[src/rtl/bst_pkg.sv]
// Shared types, codes and constants for the BSON stream tokenizer.
package bst_pkg;

  localparam int unsigned DefMaxDepth = 32;

  // Byte roles
  localparam logic [3:0] ROLE_SKIP      = 4'd0;
  localparam logic [3:0] ROLE_DOC_LEN   = 4'd1;
  localparam logic [3:0] ROLE_TYPE      = 4'd2;
  localparam logic [3:0] ROLE_NAME      = 4'd3;
  localparam logic [3:0] ROLE_NAME_END  = 4'd4;
  localparam logic [3:0] ROLE_VAL_LEN   = 4'd5;
  localparam logic [3:0] ROLE_SUBTYPE   = 4'd6;
  localparam logic [3:0] ROLE_BODY      = 4'd7;
  localparam logic [3:0] ROLE_STR_END   = 4'd8;
  localparam logic [3:0] ROLE_DOC_END   = 4'd9;
  localparam logic [3:0] ROLE_TRAILING  = 4'd10;

  // Error codes
  localparam logic [2:0] ERR_NONE       = 3'd0;
  localparam logic [2:0] ERR_UNEXP_END  = 3'd1;
  localparam logic [2:0] ERR_TOO_SHORT  = 3'd2;
  localparam logic [2:0] ERR_BAD_SIZE   = 3'd3;
  localparam logic [2:0] ERR_BAD_TYPE   = 3'd4;
  localparam logic [2:0] ERR_BAD_SUB    = 3'd5;
  localparam logic [2:0] ERR_TOO_DEEP   = 3'd6;

  // Configuration register indexes
  localparam logic [7:0] REG_BUFFER_LENGTH = 8'd0;
  localparam logic [7:0] REG_START_OFFSET  = 8'd1;

  typedef enum logic [4:0] {
    PH_LEN       = 5'd0,
    PH_TYPE      = 5'd1,
    PH_NAME      = 5'd2,
    PH_FIXED     = 5'd3,
    PH_STRLEN    = 5'd4,
    PH_STRBODY   = 5'd5,
    PH_DBSTRLEN  = 5'd6,
    PH_DBSTRBODY = 5'd7,
    PH_RE1       = 5'd8,
    PH_RE2       = 5'd9,
    PH_BINLEN    = 5'd10,
    PH_BINSUB    = 5'd11,
    PH_BINBODY   = 5'd12,
    PH_SCSIZE    = 5'd13,
    PH_SCSTRLEN  = 5'd14,
    PH_SCSTRBODY = 5'd15,
    PH_DONE      = 5'd16
  } phase_t;

  typedef struct packed {
    logic [7:0] data_byte;
    logic       first_byte;
  } in_item_t;

  typedef struct packed {
    logic [3:0]  byte_role;
    logic [7:0]  element_type;
    logic [5:0]  nest_depth;
    logic [2:0]  error_code;
    logic        doc_done;
    logic [31:0] end_offset;
  } out_item_t;

  typedef struct packed {
    logic [31:0] buffer_length;
    logic [31:0] start_offset;
  } cfg_regs_t;

endpackage

[src/rtl/bst_parse.sv]
// Parser state registers and the per-byte next-state and result logic.
module bst_parse #(
  parameter int unsigned MAX_DEPTH = bst_pkg::DefMaxDepth
) (
  input  logic               clk,
  input  logic               rst,
  input  logic               step,
  input  bst_pkg::in_item_t  item,
  input  bst_pkg::cfg_regs_t cfg,
  output bst_pkg::out_item_t result
);

  localparam int DW = $clog2(MAX_DEPTH + 2);
  localparam logic [DW-1:0] DepthLimit = DW'(MAX_DEPTH);

  logic [31:0]      byte_position, byte_position_next;
  bst_pkg::phase_t  parse_phase, parse_phase_next;
  logic [3:0]       field_counter, field_counter_next;
  logic [31:0]      length_accumulator, length_accumulator_next;
  logic [7:0]       current_type, current_type_next;
  logic [DW-1:0]    depth_counter, depth_counter_next;
  logic [2:0]       sticky_error, sticky_error_next;

  // Hold state between accepted bytes
  always_ff @(posedge clk) begin
    if (rst) begin
      byte_position      <= '0;
      parse_phase        <= bst_pkg::PH_LEN;
      field_counter      <= '0;
      length_accumulator <= '0;
      current_type       <= '0;
      depth_counter      <= '0;
      sticky_error       <= bst_pkg::ERR_NONE;
    end else if (step) begin
      byte_position      <= byte_position_next;
      parse_phase        <= parse_phase_next;
      field_counter      <= field_counter_next;
      length_accumulator <= length_accumulator_next;
      current_type       <= current_type_next;
      depth_counter      <= depth_counter_next;
      sticky_error       <= sticky_error_next;
    end
  end

  // Tag one byte and advance the parser
  always_comb begin
    logic [31:0]    pos;
    logic [7:0]     b;
    logic [3:0]     role;
    logic [DW-1:0]  shown;
    logic [31:0]    shown_wide;
    logic           done;
    logic           word_done;
    logic [31:0]    acc_w;
    logic [3:0]     fc_w;
    logic [31:0]    need;
    logic [31:0]    left;

    b = item.data_byte;
    if (item.first_byte) begin
      pos                     = '0;
      parse_phase_next        = bst_pkg::PH_LEN;
      field_counter_next      = '0;
      length_accumulator_next = '0;
      current_type_next       = '0;
      depth_counter_next      = '0;
      sticky_error_next       = bst_pkg::ERR_NONE;
    end else begin
      pos                     = byte_position;
      parse_phase_next        = parse_phase;
      field_counter_next      = field_counter;
      length_accumulator_next = length_accumulator;
      current_type_next       = current_type;
      depth_counter_next      = depth_counter;
      sticky_error_next       = sticky_error;
    end
    shown = depth_counter_next;
    done  = 1'b0;
    role  = bst_pkg::ROLE_TRAILING;

    // Little-endian word collection shared by all length phases
    acc_w = length_accumulator_next |
            (32'(b) << {field_counter_next[1:0], 3'b000});
    fc_w  = field_counter_next + 4'd1;
    word_done = (fc_w >= 4'd4);
    need = acc_w - 32'd4;
    left = cfg.buffer_length - pos - 32'd1;

    if (pos >= cfg.buffer_length) begin
      if (sticky_error_next == bst_pkg::ERR_NONE && parse_phase_next != bst_pkg::PH_DONE)
        sticky_error_next = bst_pkg::ERR_UNEXP_END;
    end else if (sticky_error_next != bst_pkg::ERR_NONE ||
                 parse_phase_next == bst_pkg::PH_DONE) begin
      role = bst_pkg::ROLE_TRAILING;
    end else if (pos < cfg.start_offset) begin
      role = bst_pkg::ROLE_SKIP;
    end else begin
      case (parse_phase_next)
        bst_pkg::PH_LEN: begin
          role = bst_pkg::ROLE_DOC_LEN;
          if (field_counter_next == '0) begin
            depth_counter_next = depth_counter_next + DW'(1);
            shown = depth_counter_next;
          end
          if (field_counter_next == '0 && depth_counter_next > DepthLimit) begin
            sticky_error_next = bst_pkg::ERR_TOO_DEEP;
          end else begin
            length_accumulator_next = acc_w;
            field_counter_next = word_done ? 4'd0 : fc_w;
            if (word_done) begin
              if (need > left) begin
                sticky_error_next = bst_pkg::ERR_TOO_SHORT;
              end else if (acc_w < 32'd5) begin
                sticky_error_next = bst_pkg::ERR_BAD_SIZE;
              end else begin
                parse_phase_next = bst_pkg::PH_TYPE;
                length_accumulator_next = '0;
              end
            end
          end
        end
        bst_pkg::PH_TYPE: begin
          current_type_next = b;
          if (b == 8'h00) begin
            role = bst_pkg::ROLE_DOC_END;
            depth_counter_next = depth_counter_next - DW'(1);
            if (depth_counter_next == '0) begin
              parse_phase_next = bst_pkg::PH_DONE;
              done = 1'b1;
            end
          end else begin
            role = bst_pkg::ROLE_TYPE;
            parse_phase_next = bst_pkg::PH_NAME;
            field_counter_next = '0;
            length_accumulator_next = '0;
          end
        end
        bst_pkg::PH_NAME: begin
          if (b != 8'h00) begin
            role = bst_pkg::ROLE_NAME;
          end else begin
            role = bst_pkg::ROLE_NAME_END;
            // Pick the value layout from the element type
            case (current_type_next) inside
              8'h01, 8'h09, 8'h11, 8'h12, 8'h3f: begin
                parse_phase_next = bst_pkg::PH_FIXED;
                field_counter_next = 4'd8;
              end
              8'h07: begin
                parse_phase_next = bst_pkg::PH_FIXED;
                field_counter_next = 4'd12;
              end
              8'h08: begin
                parse_phase_next = bst_pkg::PH_FIXED;
                field_counter_next = 4'd1;
              end
              8'h10: begin
                parse_phase_next = bst_pkg::PH_FIXED;
                field_counter_next = 4'd4;
              end
              8'h02, 8'h0D, 8'h0E: begin
                parse_phase_next = bst_pkg::PH_STRLEN;
                field_counter_next = '0;
                length_accumulator_next = '0;
              end
              8'h03, 8'h04: begin
                parse_phase_next = bst_pkg::PH_LEN;
                field_counter_next = '0;
                length_accumulator_next = '0;
              end
              8'h05: begin
                parse_phase_next = bst_pkg::PH_BINLEN;
                field_counter_next = '0;
                length_accumulator_next = '0;
              end
              8'h06, 8'h0A, 8'h7f, 8'hff: begin
                parse_phase_next = bst_pkg::PH_TYPE;
                field_counter_next = '0;
                length_accumulator_next = '0;
              end
              8'h0B: begin
                parse_phase_next = bst_pkg::PH_RE1;
                field_counter_next = '0;
                length_accumulator_next = '0;
              end
              8'h0C: begin
                parse_phase_next = bst_pkg::PH_DBSTRLEN;
                field_counter_next = '0;
                length_accumulator_next = '0;
              end
              8'h0F: begin
                parse_phase_next = bst_pkg::PH_SCSIZE;
                field_counter_next = '0;
                length_accumulator_next = '0;
              end
              default: sticky_error_next = bst_pkg::ERR_BAD_TYPE;
            endcase
          end
        end
        bst_pkg::PH_FIXED: begin
          role = bst_pkg::ROLE_BODY;
          field_counter_next = field_counter_next - 4'd1;
          if (field_counter_next == '0) begin
            parse_phase_next = bst_pkg::PH_TYPE;
            length_accumulator_next = '0;
          end
        end
        bst_pkg::PH_STRLEN, bst_pkg::PH_DBSTRLEN, bst_pkg::PH_SCSTRLEN,
        bst_pkg::PH_BINLEN, bst_pkg::PH_SCSIZE: begin
          role = bst_pkg::ROLE_VAL_LEN;
          length_accumulator_next = acc_w;
          field_counter_next = word_done ? 4'd0 : fc_w;
          if (word_done) begin
            case (parse_phase_next)
              bst_pkg::PH_BINLEN: parse_phase_next = bst_pkg::PH_BINSUB;
              bst_pkg::PH_SCSIZE: begin
                parse_phase_next = bst_pkg::PH_SCSTRLEN;
                length_accumulator_next = '0;
              end
              bst_pkg::PH_STRLEN: begin
                parse_phase_next = bst_pkg::PH_STRBODY;
                length_accumulator_next = '0;
              end
              bst_pkg::PH_DBSTRLEN: begin
                parse_phase_next = bst_pkg::PH_DBSTRBODY;
                length_accumulator_next = '0;
              end
              default: begin
                parse_phase_next = bst_pkg::PH_SCSTRBODY;
                length_accumulator_next = '0;
              end
            endcase
          end
        end
        bst_pkg::PH_STRBODY, bst_pkg::PH_DBSTRBODY, bst_pkg::PH_RE1,
        bst_pkg::PH_RE2, bst_pkg::PH_SCSTRBODY: begin
          if (b != 8'h00) begin
            role = bst_pkg::ROLE_BODY;
          end else begin
            role = bst_pkg::ROLE_STR_END;
            case (parse_phase_next)
              bst_pkg::PH_DBSTRBODY: begin
                parse_phase_next = bst_pkg::PH_FIXED;
                field_counter_next = 4'd12;
              end
              bst_pkg::PH_RE1: begin
                parse_phase_next = bst_pkg::PH_RE2;
                field_counter_next = '0;
                length_accumulator_next = '0;
              end
              bst_pkg::PH_SCSTRBODY: begin
                parse_phase_next = bst_pkg::PH_LEN;
                field_counter_next = '0;
                length_accumulator_next = '0;
              end
              default: begin
                parse_phase_next = bst_pkg::PH_TYPE;
                field_counter_next = '0;
                length_accumulator_next = '0;
              end
            endcase
          end
        end
        bst_pkg::PH_BINSUB: begin
          role = bst_pkg::ROLE_SUBTYPE;
          if (!(b inside {8'h00, 8'h01, 8'h02, 8'h03, 8'h05, 8'h80})) begin
            sticky_error_next = bst_pkg::ERR_BAD_SUB;
          end else if (length_accumulator_next == '0) begin
            parse_phase_next = bst_pkg::PH_TYPE;
            field_counter_next = '0;
          end else begin
            parse_phase_next = bst_pkg::PH_BINBODY;
          end
        end
        bst_pkg::PH_BINBODY: begin
          role = bst_pkg::ROLE_BODY;
          length_accumulator_next = length_accumulator_next - 32'd1;
          if (length_accumulator_next == '0) begin
            parse_phase_next = bst_pkg::PH_TYPE;
            field_counter_next = '0;
          end
        end
        default: role = bst_pkg::ROLE_TRAILING;
      endcase
    end

    // Flag a buffer that ends before the document does
    if (cfg.buffer_length != '0 && pos == cfg.buffer_length - 32'd1 &&
        sticky_error_next == bst_pkg::ERR_NONE && parse_phase_next != bst_pkg::PH_DONE)
      sticky_error_next = bst_pkg::ERR_UNEXP_END;

    byte_position_next = (pos == 32'hFFFF_FFFF) ? pos : pos + 32'd1;

    shown_wide = 32'(shown);
    result.byte_role    = role;
    result.element_type = current_type_next;
    result.nest_depth   = shown_wide[5:0];
    result.error_code   = sticky_error_next;
    result.doc_done     = done;
    result.end_offset   = done ? pos + 32'd1 : 32'd0;
  end

endmodule

[src/rtl/bson_stream_tokenizer.sv]
// Top level: configuration registers, handshakes and the result register.
//
// Tags each byte of a BSON buffer with its role in one document, one byte per
// cycle: the result of a byte is written into the output register at the edge
// that accepts it, and a new byte is taken in every cycle in which the output
// register is empty or being drained. The per-byte work is one pass of parser
// logic over a 32-bit position compare and length check. Configuration writes
// are taken at any time and should be made only while the block is idle.
module bson_stream_tokenizer #(
  parameter int unsigned MAX_DEPTH = bst_pkg::DefMaxDepth
) (
  input  logic               clk,
  input  logic               rst,
  input  logic               in_valid,
  output logic               in_ready,
  input  bst_pkg::in_item_t  in_data,
  output logic               out_valid,
  input  logic               out_ready,
  output bst_pkg::out_item_t out_data,
  input  logic               cfg_valid,
  output logic               cfg_ready,
  input  logic [7:0]         cfg_index,
  input  logic [31:0]        cfg_data
);

  bst_pkg::cfg_regs_t cfg;
  bst_pkg::out_item_t result;
  logic               step;

  assign cfg_ready = 1'b1;
  assign in_ready  = !out_valid || out_ready;
  assign step      = in_valid && in_ready;

  // Write configuration registers
  always_ff @(posedge clk) begin
    if (rst) begin
      cfg.buffer_length <= 32'd1;
      cfg.start_offset  <= 32'd0;
    end else if (cfg_valid) begin
      case (cfg_index)
        bst_pkg::REG_BUFFER_LENGTH: cfg.buffer_length <= cfg_data;
        bst_pkg::REG_START_OFFSET:  cfg.start_offset  <= cfg_data;
        default: ;
      endcase
    end
  end

  bst_parse #(.MAX_DEPTH(MAX_DEPTH)) u_parse (
    .clk    (clk),
    .rst    (rst),
    .step   (step),
    .item   (in_data),
    .cfg    (cfg),
    .result (result)
  );

  // Hold the result until the transaction completes
  always_ff @(posedge clk) begin
    if (rst) begin
      out_valid <= 1'b0;
    end else if (step) begin
      out_valid <= 1'b1;
    end else if (out_ready) begin
      out_valid <= 1'b0;
    end
  end

  always_ff @(posedge clk) begin
    if (step) begin
      out_data <= result;
    end
  end

endmodule

[config.mk]
export PLATFORM = sky130hd
export DESIGN_NAME = bson_stream_tokenizer
export DESIGN_NICKNAME = d
export VERILOG_FILES = /design/src/rtl/bst_pkg.sv /design/src/rtl/bst_parse.sv /design/src/rtl/bson_stream_tokenizer.sv
export SDC_FILE = /design/constraint.sdc
export NUM_CORES = 1
export LEC_CHECK = 0
export BUFFER_PORTS_ARGS = -buffer_cell sky130_fd_sc_hd__buf_2
export CAP_MARGIN = 20
export CORE_MARGIN = 8
export CORE_UTILIZATION = 40
export CTS_CLUSTER_SIZE = 16
export DETAILED_ROUTE_END_ITERATION = 6
export GPL_TIMING_DRIVEN = 0
export REMOVE_ABC_BUFFERS = 1
export SYNTH_ARGS = -nofsm -noshare
export SYNTH_HDL_FRONTEND = slang
export SYNTH_SLANG_ARGS = --single-unit
[constraint.sdc]
create_clock -name clk -period 9.18 [get_ports clk]
set_input_delay 1.836 -clock clk [delete_from_list [all_inputs] [get_ports clk]]
set_output_delay 1.836 -clock clk [all_outputs]
set_load 0.005 [all_outputs]
==> impl_results.md <==
- GRT overflow: 0
- Area delta synth->final: 10.46%
- Site row count: 78
- Die W: 230.2 µm
- Met1 Usage GRT: 0.3081
- Leakage Power: 7.820 nW
- CTS H-tree depth: 1
- I/O pins: 111
- Worst Path Max Fanout: 124
- Fill count: 4574
- Max VDD drop: 0.1071 mV
- Vias in the first global route: 18120
- Port buffer count: 109
- First-pass GRT wire length: 102.1 mm
- Max Cap Viol: 0
- Fin. max-slew vios: 0
- Fmax: about 120 MHz
- Post-route ant nets: 0
- Avg Cell Area, Syn: 7.317 µm²
- Status: completed
- Type of origin of the critical path: primary input
- Max-slew headroom: 0.2296
- Dpl ws: -0.1524 ns
- DRT iter0 DRCs: 1867
- Largest family of logic cells by synthesized area: simple AND/OR/NAND/NOR gates
- Setup WS post-layout: about 0.65 ns
- Most used cell along the critical path: a21oi_1
- Req. time, crit path: 9.56 ns
- Ys flop type: dfxtp_1
- CORE AREA: about 45000 µm²
- Placed Cells: 3068
- Critical path's slowest cell: or4b_2
- Post-CTS sizing: 0
- Worst hold path class: reg2reg
- Post-synthesis compound-gate area fraction: 0.2442
- Sink Count: roughly 210
- Design Power: between 2 and 3 mW
- Post-synth ARST share: 0
- DRC viols: 0
- Nets: 2691
- WS Path Type: in2reg
- Fin. Hold Viols: 0
- Power per standard cell area: 132.6 nW/µm²
- Initial antenna violation count: 0
- CTS tree: done
- Starting Density: 0.4044
- Slowest Stage Delay on Critical Path: ~0.73 ns
- Adder-Cell Fraction of Synth Area: 0.09505
- Share of cells above drive strength 1: 0.09170
- Routed via count: 18840
- CP endpoint kind: flop
- ANT cells: 0
- Synth unique cells: 91
- Netlist Area Pre-Place: around 18000 µm²
- Gr busiest metal: met2
- Reg clk slew, reported paths: 0.06 ns
- Final cycle utilization of the critical path: 0.9294
- Total Routed Length: between 60 and 70 mm
- Clock Latency Late Sink: 0.57 ns
- Crit path buffers/inverters: 3
- Die Y: 230.2 µm
- GRT met3 Usage: 0.03571
- WL per Instance: 20.75 µm
- RSZ-0062 raised after global routing: no
- Synthesized flop and latch total: 209
- Post-CTS Hold Fix Bufs: 0
- Routability Congestion: between 0.9 and 1
- Cells after Synth: between 2000 and 3000
- Largest net degree at the start of global routing: 125
- Post-synth EDFFs: 54
- GRT Overall Usage: 0.2343
- Skew final: 0.03132 ns
- First drt pass iteration count: 5
- Clk buf depth: 3
- Fin cells: 3119
- Xor/xnor share of the synthesized area: 0.07016
- Post-synthesis mux area share: 0.002864
- Post CTS Setup Buffer Count: 0
- Worst-Margin Slew: ~1.2 ns
- Crit path DAT: between 8 and 9 ns
- Commonest cells after routing, fill and taps aside: nand2_1 (341), a21oi_1 (255), nor2_1 (192)
- Final setup viols: 0
- Largest delay share family, worst path: compound AO/OA/AOI/OAI gates
- Simple-Gate Fraction of Synth Area: 0.2673
- CTS Root Cell: clkbuf_16
- Commonest non-fill, non-tap cell in the layout: nand2_1
- Die area: 52990 µm²
- Placed wire-length estimate: ~48 mm
- Drt via density: 6.041
- Tmin final: between 8 and 9 ns
- CTS Buf Count: 26
- Yosys warning count: 0
- M2 GR Usage: 0.3779
- Register area share after synthesis: 0.2575
==> cells in the mapped netlist (11+ instances only) <==
cell        n  share of area
a211oi_1   16         0.0065
a21o_1     36          0.015
a21oi_1   255          0.070
a22o_1     12         0.0057
a22oi_1    14         0.0057
a31o_2     11         0.0053
a31oi_1    43          0.015
and2_1     15         0.0051
and3_1     33          0.011
clkbuf_1  141          0.029
dfxtp_1   155           0.17
edfxtp_1   54          0.088
ha_1      137          0.093
inv_1     128          0.026
nand2_1   342          0.070
nand2b_1   30          0.010
nand3_1    67          0.018
nand4_1    26         0.0089
nor2_1    193          0.039
nor2b_1    49          0.017
nor3_1     89          0.024
nor4_1     39          0.013
o211ai_1   17         0.0070
o21a_1     24         0.0098
o21ai_0   118          0.032
o21ai_1    14         0.0038
o21bai_1   11         0.0045
o22ai_1    18         0.0061
o31ai_1    17         0.0070
or2_2      16         0.0055
or3_1      23         0.0078
or4_1      19         0.0078
xnor2_1   103          0.049
xor2_1     44          0.021
==> cell families after synthesis <==
| group | count (synthesis) |
|---|---|
| AOI/OAI and AO/OA | 711 |
| DFF | 209 |
| adders and majority gates | 139 |
| and+or+nand+nor | 998 |
| other | 1 |
| buffers and inverters | 298 |
| muxes | 5 |
| xor gates and xnor gates | 147 |
==> worst min-delay path, delay by kind of cell, from the launching register on <==
kind,cells,cell delay [ns]
flops,1,0.31
simple gates,1,0.05
compound gates,1,0.05
==> power breakdown <==
| group | internal, mW | switching (mW) |
|---|---|---|
| sequential | 0.971 | 0.0267 |
| combinational | 0.216 | 0.384 |
| clock | 0.630 | 0.461 |
==> state kept, by name, summed over array words and instances (netlist names) <==
| register | flops |
|---|---|
| cfg | 64 |
| out_data | 54 |
| u_parse.byte_position | 32 |
| u_parse.length_accumulator | 32 |
| u_parse.current_type | 8 |
| u_parse.depth_counter | 6 |
| u_parse.parse_phase | 5 |
| u_parse.field_counter | 4 |
| u_parse.sticky_error | 3 |
| out_valid | 1 |
==> metal layers <==
metal | share of wire | vias to the layer above
li1 | - | 8992
met1 | 0.44 | 8927
met2 | 0.45 | 763
met3 | 0.067 | 159
met4 | 0.043 | 0
met5 | 0 | -
==> metrics by stage <==
stage	hold WS [ns]	area (µm²)	utilization	TNS [ns]
2_1_floorplan	0.4303	17700	-	0
3_5_place_dp	0.4472	19350	0.4265	-0.6447
5_1_grt	0.4740	20270	0.4467	0
4_1_cts	0.4555	20250	0.4462	0
3_3_place_gp	0.4442	18990	0.4186	-426.97
6_report	0.4547	20270	0.4467	0
==> final timing paths <==
kind	start	end	slack, ns	cells past startpoint
worst max-delay path	in_data[0]	out_data[33]	0.65	27
worst min-delay path	cfg[24]	cfg[24]	0.45	2
worst min register to register	cfg[24]	cfg[24]	0.45	2
worst max register to register	u_parse.field_counter[1]	out_data[33]	1.90	22
==> final cells by class <==
class | count | area (µm²) | area share
multi-input cells | 2001 | 12530 | 0.6183
inverters | 133 | 504.2 | 0.02488
clock buffers | 28 | 679.4 | 0.03352
repair buffers | 128 | 865.8 | 0.04272
clock inverters | 20 | 212.7 | 0.01049
well taps | 600 | 750.7 | 0.03704
flip-flops and latches | 209 | 4725 | 0.2331
Power figures use the tool's default switching activity.
